## src/rtl/plti_pkg.sv

```systemverilog
package plti_pkg;

	// operation codes of an input transaction
	localparam logic OP_LOAD   = 1'b0;
	localparam logic OP_LOOKUP = 1'b1;

	// commands from the controller to the datapath
	typedef struct packed {
		logic wr_point;    // write one breakpoint pair from the input ports
		logic cap_value;   // capture the lookup value
		logic cap_prev;    // keep the entry just read as the lower breakpoint
		logic res_from_rd; // result is the y of the entry just read
		logic calc_start;  // form the deltas from the lower and upper breakpoints
		logic mul;         // register the product
		logic div_init;    // load the divider from the product
		logic div_step;    // one restoring division step
		logic res_from_div; // result is lower y plus the signed quotient
		logic load_out;    // move the result into the output register
	} cmd_t;

	// compare flags of the lookup value against the x just read
	typedef struct packed {
		logic le;
		logic ge;
		logic eq;
	} sts_t;

endpackage

```

## src/rtl/plti_ctrl.sv

```systemverilog
module plti_ctrl
	import plti_pkg::*;
#(
	parameter int MAX_POINTS = 8,
	parameter int VALUE_BITS = 16,
	localparam int IW = $clog2(MAX_POINTS),
	localparam int CW = $clog2(VALUE_BITS)
) (
	input  logic          clk,
	input  logic          arst_n,
	input  logic          in_valid,
	output logic          in_ready,
	input  logic          operation,
	output logic          out_valid,
	input  logic          out_ready,
	input  sts_t          sts,
	input  logic [IW-1:0] last_idx,
	output cmd_t          cmd,
	output logic [IW-1:0] rd_addr
);

	typedef enum logic [3:0] {
		S_IDLE,
		S_RD_FIRST,
		S_CHK_FIRST,
		S_CHK_LAST,
		S_SCAN,
		S_MUL,
		S_DIV_INIT,
		S_DIV,
		S_FIN,
		S_OUT
	} state_t;

	state_t        state_q;
	logic [IW-1:0] p_q;
	logic [CW-1:0] cnt_q;
	logic          out_valid_q;
	logic          accept;
	logic          scan_go;
	logic          out_free;

	assign in_ready  = (state_q == S_IDLE);
	assign accept    = in_valid && in_ready;
	assign out_valid = out_valid_q;
	assign out_free  = !out_valid_q || out_ready;
	// keep walking while below the last entry in use and the value lies above x
	assign scan_go   = (p_q < last_idx) && !sts.le;

	// command decode
	always_comb begin
		cmd     = '0;
		rd_addr = '0;
		unique case (state_q)
			S_IDLE: begin
				cmd.wr_point  = accept && (operation == OP_LOAD);
				cmd.cap_value = accept && (operation == OP_LOOKUP);
			end
			S_RD_FIRST: begin
				rd_addr = '0;
			end
			S_CHK_FIRST: begin
				rd_addr         = last_idx;
				cmd.res_from_rd = sts.le;
				cmd.cap_prev    = !sts.le;
			end
			S_CHK_LAST: begin
				rd_addr         = IW'(1);
				cmd.res_from_rd = sts.ge;
			end
			S_SCAN: begin
				rd_addr         = p_q + IW'(1);
				cmd.cap_prev    = scan_go;
				cmd.res_from_rd = !scan_go && sts.eq;
				cmd.calc_start  = !scan_go && !sts.eq;
			end
			S_MUL: begin
				cmd.mul = 1'b1;
			end
			S_DIV_INIT: begin
				cmd.div_init = 1'b1;
			end
			S_DIV: begin
				cmd.div_step = 1'b1;
			end
			S_FIN: begin
				cmd.res_from_div = 1'b1;
			end
			S_OUT: begin
				cmd.load_out = out_free;
			end
			default: begin
				cmd = '0;
			end
		endcase
	end

	// state, counters and output valid
	always_ff @(posedge clk or negedge arst_n) begin
		if (!arst_n) begin
			state_q     <= S_IDLE;
			p_q         <= '0;
			cnt_q       <= '0;
			out_valid_q <= 1'b0;
		end else begin
			if (cmd.load_out) begin
				out_valid_q <= 1'b1;
			end else if (out_ready) begin
				out_valid_q <= 1'b0;
			end
			unique case (state_q)
				S_IDLE: begin
					if (accept && (operation == OP_LOOKUP)) begin
						state_q <= S_RD_FIRST;
					end
				end
				S_RD_FIRST: begin
					state_q <= S_CHK_FIRST;
				end
				S_CHK_FIRST: begin
					state_q <= sts.le ? S_OUT : S_CHK_LAST;
				end
				S_CHK_LAST: begin
					p_q     <= IW'(1);
					state_q <= sts.ge ? S_OUT : S_SCAN;
				end
				S_SCAN: begin
					if (scan_go) begin
						p_q <= p_q + IW'(1);
					end else begin
						state_q <= sts.eq ? S_OUT : S_MUL;
					end
				end
				S_MUL: begin
					state_q <= S_DIV_INIT;
				end
				S_DIV_INIT: begin
					cnt_q   <= CW'(VALUE_BITS - 1);
					state_q <= S_DIV;
				end
				S_DIV: begin
					if (cnt_q == '0) begin
						state_q <= S_FIN;
					end else begin
						cnt_q <= cnt_q - CW'(1);
					end
				end
				S_FIN: begin
					state_q <= S_OUT;
				end
				S_OUT: begin
					if (out_free) begin
						state_q <= S_IDLE;
					end
				end
				default: begin
					state_q <= S_IDLE;
				end
			endcase
		end
	end

endmodule

```

## src/rtl/plti_dp.sv

```systemverilog
module plti_dp
	import plti_pkg::*;
#(
	parameter int MAX_POINTS = 8,
	parameter int VALUE_BITS = 16,
	localparam int IW = $clog2(MAX_POINTS),
	localparam int VB = VALUE_BITS
) (
	input  logic                 clk,
	input  logic                 arst_n,
	input  logic                 cfg_we,
	input  logic [3:0]           cfg_wdata,
	input  logic [2:0]           point_index,
	input  logic signed [VB-1:0] point_x,
	input  logic signed [VB-1:0] point_y,
	input  logic signed [VB-1:0] lookup_value,
	input  cmd_t                 cmd,
	input  logic [IW-1:0]        rd_addr,
	output sts_t                 sts,
	output logic [IW-1:0]        last_idx,
	output logic signed [VB-1:0] result_value
);

	// breakpoint memories
	logic signed [VB-1:0] x_mem [MAX_POINTS];
	logic signed [VB-1:0] y_mem [MAX_POINTS];

	logic [IW-1:0]        last_idx_q;
	logic signed [VB-1:0] v_q;
	logic signed [VB-1:0] rd_x_q;
	logic signed [VB-1:0] rd_y_q;
	logic signed [VB-1:0] prev_x_q;
	logic signed [VB-1:0] prev_y_q;
	logic [VB-1:0]        dv_q;
	logic [VB-1:0]        dx_q;
	logic [VB-1:0]        mag_q;
	logic                 neg_q;
	logic [2*VB-1:0]      prod_q;
	logic [VB-1:0]        rem_q;
	logic [VB-1:0]        sh_q;
	logic signed [VB-1:0] res_q;
	logic signed [VB-1:0] out_q;

	logic                 wr_ok;
	logic [IW-1:0]        wr_addr;
	logic [VB:0]          dv_full;
	logic [VB:0]          dx_full;
	logic [VB:0]          dy_full;
	logic [VB:0]          dy_neg;
	logic [VB:0]          rem2;
	logic                 take;
	logic [VB:0]          rem_next;
	logic [VB:0]          q_signed;
	logic [VB:0]          sum_full;

	assign last_idx     = last_idx_q;
	assign result_value = out_q;

	assign wr_ok   = (32'(point_index) < MAX_POINTS);
	assign wr_addr = IW'(point_index);

	// point count register, held as the index of the last entry in use
	always_ff @(posedge clk or negedge arst_n) begin
		if (!arst_n) begin
			last_idx_q <= IW'(MAX_POINTS - 1);
		end else if (cfg_we) begin
			priority if (cfg_wdata == 4'd0) begin
				last_idx_q <= '0;
			end else if (32'(cfg_wdata) > MAX_POINTS) begin
				last_idx_q <= IW'(MAX_POINTS - 1);
			end else begin
				last_idx_q <= IW'(cfg_wdata - 4'd1);
			end
		end
	end

	// table write and registered read
	always_ff @(posedge clk) begin
		if (cmd.wr_point && wr_ok) begin
			x_mem[wr_addr] <= point_x;
			y_mem[wr_addr] <= point_y;
		end
		rd_x_q <= x_mem[rd_addr];
		rd_y_q <= y_mem[rd_addr];
	end

	// compares against the entry just read
	assign sts.le = (v_q <= rd_x_q);
	assign sts.ge = (v_q >= rd_x_q);
	assign sts.eq = (v_q == rd_x_q);

	// deltas; the bracket guarantees prev_x < v < x
	assign dv_full = {v_q[VB-1], v_q} - {prev_x_q[VB-1], prev_x_q};
	assign dx_full = {rd_x_q[VB-1], rd_x_q} - {prev_x_q[VB-1], prev_x_q};
	assign dy_full = {rd_y_q[VB-1], rd_y_q} - {prev_y_q[VB-1], prev_y_q};
	assign dy_neg  = -dy_full;

	// restoring division step, quotient bits shift in as dividend bits leave
	assign rem2     = {rem_q, sh_q[VB-1]};
	assign take     = (rem2 >= {1'b0, dx_q});
	assign rem_next = take ? (rem2 - {1'b0, dx_q}) : rem2;

	// signed quotient added to the lower y
	assign q_signed = neg_q ? -{1'b0, sh_q} : {1'b0, sh_q};
	assign sum_full = {prev_y_q[VB-1], prev_y_q} + q_signed;

	// lookup datapath registers
	always_ff @(posedge clk) begin
		if (cmd.cap_value) begin
			v_q <= lookup_value;
		end
		if (cmd.cap_prev) begin
			prev_x_q <= rd_x_q;
			prev_y_q <= rd_y_q;
		end
		if (cmd.calc_start) begin
			dv_q  <= dv_full[VB-1:0];
			dx_q  <= dx_full[VB-1:0];
			neg_q <= dy_full[VB];
			mag_q <= dy_full[VB] ? dy_neg[VB-1:0] : dy_full[VB-1:0];
		end
		if (cmd.mul) begin
			prod_q <= {{VB{1'b0}}, dv_q} * {{VB{1'b0}}, mag_q};
		end
		if (cmd.div_init) begin
			rem_q <= prod_q[2*VB-1:VB];
			sh_q  <= prod_q[VB-1:0];
		end else if (cmd.div_step) begin
			rem_q <= rem_next[VB-1:0];
			sh_q  <= {sh_q[VB-2:0], take};
		end
		if (cmd.res_from_rd) begin
			res_q <= rd_y_q;
		end else if (cmd.res_from_div) begin
			res_q <= sum_full[VB-1:0];
		end
		if (cmd.load_out) begin
			out_q <= res_q;
		end
	end

endmodule

```

## src/rtl/piecewise_linear_table_interpolator_unit.sv

```systemverilog
// Piecewise-linear table interpolator. A load transaction (operation 0) writes one
// x/y breakpoint pair and gives no result; the block stays ready, so loads can follow
// each other back to back. A lookup transaction (operation 1) returns one y:
// clamped to the first or last y outside the table, the breakpoint y on an exact
// hit, otherwise linear interpolation with the quotient truncated toward zero.
// No new transaction is taken while a lookup is in progress. A lookup first checks
// the first and then the last entry, then walks the table upward one table read per
// cycle through the single read port to find the bracketing pair, which is the
// whole cost of an exact hit; an interpolation adds a registered multiply and the
// one-bit-per-cycle restoring divider.
// The result is presented as the block turns ready again; a lookup also waits in
// its last cycle while the previous result is still held in the output register.
// Breakpoints must be loaded before they are used; x values are expected in
// non-decreasing order. point_count may only be written while the block is idle.
// The output register lets the next transaction be taken while a result waits.
module piecewise_linear_table_interpolator_unit
	import plti_pkg::*;
#(
	parameter int MAX_POINTS = 8,
	parameter int VALUE_BITS = 16
) (
	input  logic                         clk,
	input  logic                         arst_n,
	input  logic                         cfg_we,
	input  logic [3:0]                   cfg_wdata,
	input  logic                         in_valid,
	output logic                         in_ready,
	input  logic                         operation,
	input  logic [2:0]                   point_index,
	input  logic signed [VALUE_BITS-1:0] point_x,
	input  logic signed [VALUE_BITS-1:0] point_y,
	input  logic signed [VALUE_BITS-1:0] lookup_value,
	output logic                         out_valid,
	input  logic                         out_ready,
	output logic signed [VALUE_BITS-1:0] result_value
);

	localparam int IW = $clog2(MAX_POINTS);

	cmd_t          cmd;
	sts_t          sts;
	logic [IW-1:0] rd_addr;
	logic [IW-1:0] last_idx;

	// sequencer
	plti_ctrl #(
		.MAX_POINTS(MAX_POINTS),
		.VALUE_BITS(VALUE_BITS)
	) u_ctrl (
		.clk       (clk),
		.arst_n    (arst_n),
		.in_valid  (in_valid),
		.in_ready  (in_ready),
		.operation (operation),
		.out_valid (out_valid),
		.out_ready (out_ready),
		.sts       (sts),
		.last_idx  (last_idx),
		.cmd       (cmd),
		.rd_addr   (rd_addr)
	);

	// table, arithmetic and output register
	plti_dp #(
		.MAX_POINTS(MAX_POINTS),
		.VALUE_BITS(VALUE_BITS)
	) u_dp (
		.clk          (clk),
		.arst_n       (arst_n),
		.cfg_we       (cfg_we),
		.cfg_wdata    (cfg_wdata),
		.point_index  (point_index),
		.point_x      (point_x),
		.point_y      (point_y),
		.lookup_value (lookup_value),
		.cmd          (cmd),
		.rd_addr      (rd_addr),
		.sts          (sts),
		.last_idx     (last_idx),
		.result_value (result_value)
	);

endmodule
```

## config.mk

```make
export PLATFORM = sky130hd
export DESIGN_NAME = piecewise_linear_table_interpolator_unit
export DESIGN_NICKNAME = d
export VERILOG_FILES = /design/src/rtl/plti_pkg.sv /design/src/rtl/plti_ctrl.sv /design/src/rtl/plti_dp.sv /design/src/rtl/piecewise_linear_table_interpolator_unit.sv
export SDC_FILE = /design/constraint.sdc
export NUM_CORES = 1
export LEC_CHECK = 0
export BUFFER_PORTS_ARGS = -buffer_cell sky130_fd_sc_hd__buf_2
export CELL_PAD_IN_SITES_DETAIL_PLACEMENT = 0
export CELL_PAD_IN_SITES_GLOBAL_PLACEMENT = 1
export CORE_ASPECT_RATIO = 0.6
export CORE_MARGIN = 2
export CORE_UTILIZATION = 57
export CTS_CLUSTER_DIAMETER = 200
export CTS_CLUSTER_SIZE = 24
export DETAILED_ROUTE_END_ITERATION = 12
export PLACE_DENSITY = 0.94
export SYNTH_ARGS = -nofsm -noshare
export SYNTH_HDL_FRONTEND = slang
export SYNTH_HIERARCHICAL = 1
export SYNTH_SLANG_ARGS = --single-unit
export TNS_END_PERCENT = 5
```

## constraint.sdc

```tcl
create_clock -name clk -period 15.5 [get_ports clk]
set_input_delay 0.775 -clock clk [delete_from_list [all_inputs] [get_ports clk]]
set_output_delay 0.775 -clock clk [all_outputs]
set_load 0.1 [all_outputs]
```

==> impl_metrics.ini, run 1 <==
[status]
status = complete, no violations

[worst_setup_path]
path_cells = and2_1 -> fa_1 -> inv_1 -> fa_1 -> fa_1 -> inv_1 -> fa_1 -> fa_1 -> inv_1 -> fa_1 -> inv_1 -> ha_1 -> a21o_1 -> a21oi_1 -> o2bb2ai_1 -> nand4_1 -> o211ai_1 -> a221o_1 -> a41o_1 -> a21oi_1 -> xnor2_1
end_kind = flip-flop
r2r.worst_path.cells = 21
worstSetupPathType = reg -> reg
crit_fanout = 16
r2r_start = u_dp/dv_q[8]$_DFFE_PP_
cp_slowest_cell = edfxtp_1
critPathRequiredTime_ps = 15830
crit_top_cell = fa_1
cp-startpoint = u_dp/dv_q[8]$_DFFE_PP_
r2r_slack_ps = 8730
worstPathArrival_ps = 7100
worstReg2RegEnd = u_dp/prod_q[31]$_DFFE_PP_
crit_path_end = u_dp/prod_q[31]$_DFFE_PP_
cp-start-kind = flip-flop
cpPeakStageDelay_ps = 710

[sta]
whs_ps = 109
hold_viol = 0
fin_setup_tns_ps = 0
setup_viol = 0
fmaxAchievable_mhz = 148
worst_pin_slew_ps = 1060
clock-skew-final_ps = 21.9
finalCritPeriodShare = 0.437
maxSlewViolCount = 0
max_slew_margin = 0.294
fin_crit_ps = 6770
rsz0062_at_grt = false

[die]
row_count = 66
io_pins = 79
design.die.area_sq_mm = 0.0561
coreArea_sq_mm = 0.0538
die_w_um = 304
initial_core_util = 0.574
die-height_um = 184

[synthesis]
syn_nets = 2947
netlist_instances = 2483
synth.distinct_cells = 83
syn-mean-instance-area_sq_um = 12.4
synthArstFlopShare = 0.0302
ys_seq_elements = 496
yosys_warnings = 6
synth_flop_cell = edfxtp_1
netlist_area_sq_mm = 0.0309
yosysSeqAreaShare = 0.470
synth_edf_count = 449

[grt]
grt.overflow.total = 0
grt_max_degree = 65
grt_usage = 0.250
grt_pass1_wl_um = 109000
antenna_found_initial = 2
grt_pass1_vias = 19700
busiest_layer = met2
grtUsageMet2 = 0.390
met3_usage = 0.0419
grt_util_met1 = 0.377

[run]
maxCapViolCount = 0

[clocking]
cts-resized-gates = 0
cts_buffer_depth = 3
numCtsBuffers = 24
cts-root-buf = clkbuf_16
clkSlewWorstSetupHoldPaths_ps = 100
clock_sinks = 496
post_cts_buffers = 0
cts_hold_buf = 0
cts_tree = yes
htreeDepth = 1
clk_latency_ps = 580

[cells_and_area]
final_common_cell = edfxtp_1
finalInstanceArea_sq_mm = 0.0329
syn2layout_area_growth_pct = 6.39
reg_top3 = u_dp/x_mem (128), u_dp/y_mem (128), u_dp/prod_q (32)
final_cell_mix = 449 x edfxtp_1, 349 x inv_1, 225 x nand2_1, 204 x ha_1, 199 x fa_1
fin_util = 0.610
fill_cells = 4060
seq_area_sq_mm = 0.0145
multi_input_area_sq_mm = 0.0149
finalNetCount = 2999
layout-drive-gt1-share = 0.108

[detailed_routing]
wl_per_cell_um = 21.0
route.detailed.drc = 0
vias = 19300
drt-initial-drc-count = 1690
ant_nets = 0
firstDrtPassIters = 5
postRouteWirelength_um = 68800
viasPerCell = 5.91

[placed_design]
place_area_sq_mm = 0.0321
io_buffers = 78
routabilityCongestion = 0.888
dp_hpwl_um = 51800

[min_path]
min_path_type = in -> async
## kinds of logic (layout without fill, tap and decap cells)
group,count (synthesis),in the layout,share of synthesized area
DFF,496,496,0.470
muxes,129,129,0.0699
adders and majority gates,403,403,0.212
xor gates and xnor gates,113,113,0.0320
buffers and inverters,422,491,0.0513
other,0,3,0
and+or+nand+nor,601,601,0.0978
AOI/OAI and AO/OA,319,319,0.0677
## per-stage QoR
step / std cells / setup slack (ps)
6_report: 3269 / 8730
5_1_grt: 3267 / 8380
4_1_cts: 3266 / 8810
3_5_place_dp: 3223 / 8850
3_3_place_gp: 3223 / 8950
2_1_floorplan: 2483 / 8610
## how the worst min path moves through the flow
stage | slack, ps | cells after the start | startpoint | to
CTS | 100 | 1 | arst_n | u_ctrl/state_q[1]$_DFFE_PN0P_
global route | 130 | 1 | arst_n | u_ctrl/state_q[1]$_DFFE_PN0P_
detailed placement | 400 | 0 | u_dp/res_q[15]$_DFFE_PP_ | u_dp/result_value[15]$_DFFE_PP_
finish | 110 | 1 | arst_n | u_ctrl/state_q[1]$_DFFE_PN0P_
floorplan | 400 | 0 | u_dp/res_q[0]$_DFFE_PP_ | u_dp/result_value[0]$_DFFE_PP_
global placement | 400 | 0 | u_dp/res_q[11]$_DFFE_PP_ | u_dp/result_value[11]$_DFFE_PP_
## metal layers
| metal | share of wire | vias up | wire length (um) |
|---|---|---|---|
| li1 | - | 8718 | - |
| met1 | 0.45 | 9749 | 31000 |
| met2 | 0.45 | 772 | 31000 |
| met3 | 0.083 | 67 | 5740 |
| met4 | 0.015 | 0 | 1030 |
| met5 | 0 | - | 0 |
## synth_stat cells (14+ instances only)
library cell,instances,area share
a21o_1,24,0.0058
a21oi_1,84,0.014
and2_1,130,0.026
clkbuf_1,65,0.0079
dfxtp_1,32,0.021
edfxtp_1,449,0.44
fa_1,199,0.13
ha_1,204,0.083
inv_1,349,0.042
mux2_2,50,0.018
mux4_2,64,0.047
nand2_1,225,0.027
nand2b_1,23,0.0047
nand3_1,21,0.0034
nand4_1,14,0.0028
nor2_1,76,0.0092
nor2b_1,26,0.0053
nor3_1,30,0.0049
o21a_1,16,0.0039
o21ai_0,34,0.0055
o21ai_1,44,0.0071
or3_1,17,0.0034
xnor2_1,85,0.024
xor2_1,28,0.0079
## cell type report
| class | count | share of cell area |
|---|---|---|
| Inverter | 352 | 0.0402 |
| Sequential cell | 496 | 0.441 |
| Tap cell | 714 | 0.0272 |
| Clock inverter | 1 | 0.000267 |
| Multi-Input combinational cell | 1565 | 0.454 |
| Antenna cell | 3 | 0.000229 |
| Timing Repair Buffer | 96 | 0.0160 |
| Clock buffer | 42 | 0.0210 |
## critical path, delay by kind of cell (launching register included)
kind / cells / cell delay, ps
DFF: 1 / 710
adders and majority gates: 7 / 3320
buffers and inverters: 4 / 210
xor gates and xnor gates: 1 / 90
AOI/OAI and AO/OA: 7 / 1740
and+or+nand+nor: 2 / 450
Power of run 1 is left out: the tool's default activity adds up to more than one toggle a clock period on the data nets, which glitch-free logic cannot reach.
==> run 2: changes to the inputs <==
- ABC_AREA: default -> 1
- CORE_UTILIZATION: 57 -> 50
- PLACE_DENSITY: 0.94 -> 0.88
- clock period: 15.5 -> 6.3 ns (I/O delays scaled with it)
==> impl_metrics.ini, run 2 <==
[grt]
grt_pass1_vias = 22300
grt_usage = 0.238
grt_max_degree = 105
grt.overflow.total = 0
antenna_found_initial = 2
grt_pass1_wl_um = 126000

[synthesis]
synth_commonest_cells = 726 x nand2_1, 605 x inv_1, 449 x edfxtp_1
ys_seq_elements = 496
synth_top_area_share = 0.416
synth_edf_count = 449
synth_area_leader_cell = edfxtp_1
syn-mean-instance-area_sq_um = 9.32
synth_flop_cell = edfxtp_1
syn_nets = 3940
ys_top_cells_by_area = edfxtp_1 42%, fa_1 12%, nand2_1 8.4%
yosysSeqAreaShare = 0.448
netlist_instances = 3476
yosysMostFrequentCell = nand2_1
synth.distinct_cells = 49
netlist_area_sq_mm = 0.0324
synthArstFlopShare = 0.0302
yosys_warnings = 6

[placed_design]
io_buffers = 78
routabilityCongestion = 0.988
place_ws_ps = 291
dp_hpwl_um = 58800

[worst_setup_path]
path_cells = nand2_1 -> fa_1 -> inv_1 -> fa_1 -> inv_1 -> fa_1 -> inv_1 -> fa_1 -> fa_1 -> inv_1 -> fa_1 -> inv_1 -> ha_1 -> a21oi_1 -> inv_1 -> a31oi_1 -> o21ai_0 -> nand2_1 -> nand3_1 -> xor2_1
critPathRequiredTime_ps = 6650
r2r.worst_path.cells = 20
crit_fanout = 15
cp_slowest_cell = edfxtp_1
worstPathArrival_ps = 6410
end_kind = flip-flop
worstSetupPathType = reg -> reg
cpPeakStageDelay_ps = 800
cp-start-kind = flip-flop

[cells_and_area]
final_common_cell = nand2_1
fill_cells = 5657
syn2layout_area_growth_pct = 8.35
fin_util = 0.547
reg_top3 = u_dp/x_mem (128), u_dp/y_mem (128), u_dp/prod_q (32)
finalNetCount = 4022
layout-drive-gt1-share = 0.0629
final_cell_mix = 726 x nand2_1, 603 x inv_1, 449 x edfxtp_1, 348 x nor2_1, 211 x o21ai_0
multi_input_area_sq_mm = 0.0152
seq_area_sq_mm = 0.0145

[sta]
hold_viol = 0
finalCritPeriodShare = 0.962
fin_crit_ps = 6060
clock-skew-final_ps = 31.3
fin_ws_ps = 239
fin_setup_tns_ps = 0
worst_pin_slew_ps = 1210
max_slew_margin = 0.190
rsz0062_at_grt = false
fmaxAchievable_mhz = 165
setup_viol = 0
maxSlewViolCount = 0

[detailed_routing]
postRouteWirelength_um = 78900
viasPerCell = 5.29
wl_per_cell_um = 17.8
vias = 23400
firstDrtPassIters = 6
ant_nets = 0
route.detailed.drc = 0
drt-initial-drc-count = 2409

[die]
die_w_um = 333
design.die.area_sq_mm = 0.0669
coreArea_sq_mm = 0.0642
initial_core_util = 0.504
row_count = 72
die-height_um = 201
io_pins = 79

[run]
maxCapViolCount = 0

[clocking]
cts-root-buf = clkbuf_16
cts-resized-gates = 0
clkSlewWorstSetupHoldPaths_ps = 120
cts_tree = yes
htreeDepth = 1
cts_buffer_depth = 3
clock_sinks = 496
clk_latency_ps = 600
numCtsBuffers = 24

[min_path]
min_delay_path_depth = 1
min_path_type = in -> reg

[status]
status = complete, no violations
[run 2: changes by cell type after synthesis, sizes merged, moves of 52 or more]
cell,change
and2,-128
nor2,+289
xnor2,-61
o21ai,+138
nand2,+517
mux2,-52
mux4,-64
inv,+260
nand3,+104
[run 2: area by class of cell]
cell class / count / share of cell area
Antenna cell: 2 / 0.000143
Clock buffer: 42 / 0.0190
Clock inverter: 2 / 0.000713
Inverter: 614 / 0.0658
Multi-Input combinational cell: 2241 / 0.433
Sequential cell: 496 / 0.413
Tap cell: 851 / 0.0303
Timing Repair Buffer: 181 / 0.0378
[run 2: cell families after synthesis]
family	count (synthesis)	synth area share
fa+ha+maj	403	0.202
buf+inv	739	0.0862
compound gates	451	0.0767
simple gates	1297	0.163
flops	496	0.448
xor+xnor	90	0.0246
[run 2: what timing repair did]
| item | CTS | global route |
|---|---|---|
| hold endpoints to repair | 255 | 0 |
| setup buffers | 0 | 6 |
| setup endpoints to repair | 0 | 4 |
| hold buffers | 50 | 0 |
[run 2: final timing paths]
| check | from | to | slack [ps] |
|---|---|---|---|
| setup reg to reg | u_dp/mag_q[8]$_DFFE_PP_ | u_dp/prod_q[23]$_DFFE_PP_ | 240 |
| setup / recovery | u_dp/mag_q[8]$_DFFE_PP_ | u_dp/prod_q[23]$_DFFE_PP_ | 240 |
| hold / removal | point_y[4] | u_dp/y_mem[0][4]$_DFFE_PP_ | 30 |
| min in group asynchronous | arst_n | u_ctrl/state_q[2]$_DFFE_PN0P_ | 170 |
| max in group asynchronous | arst_n | u_dp/last_idx[0]$_DFFE_PN1P_ | 5830 |
| hold reg to reg | u_dp/res_q[4]$_DFFE_PP_ | u_dp/result_value[4]$_DFFE_PP_ | 430 |
[run 2: layer usage]
| metal | track usage | up-vias | wire length, um |
|---|---|---|---|
| met2 | 0.330 | 870 | 31700 |
| met3 | 0.0458 | 55 | 7130 |
| li1 | - | 11300 | - |
| met1 | 0.393 | 11200 | 39400 |
| met4 | 0.0284 | 2 | 758 |
| met5 | 0 | - | 20 |
[run 2: worst max-delay path, delay by kind of cell, from the launching register on]
family | cells | cell delay, ps
buffers and inverters | 6 | 320
xor gates and xnor gates | 1 | 160
and+or+nand+nor | 3 | 420
adders and majority gates | 7 | 3330
DFF | 1 | 800
AOI/OAI and AO/OA | 3 | 780
[run 2: through the flow]
step	area [sq um]	hold WS, ps	std cells
floorplan	32400	19.4	3476
CTS	35000	1.44	4421
global placement	33800	252	4327
detailed placement	33800	252	4327
finish	35100	26.0	4429
global route	35100	6.17	4428
Power of run 2 is left out for the same reason.
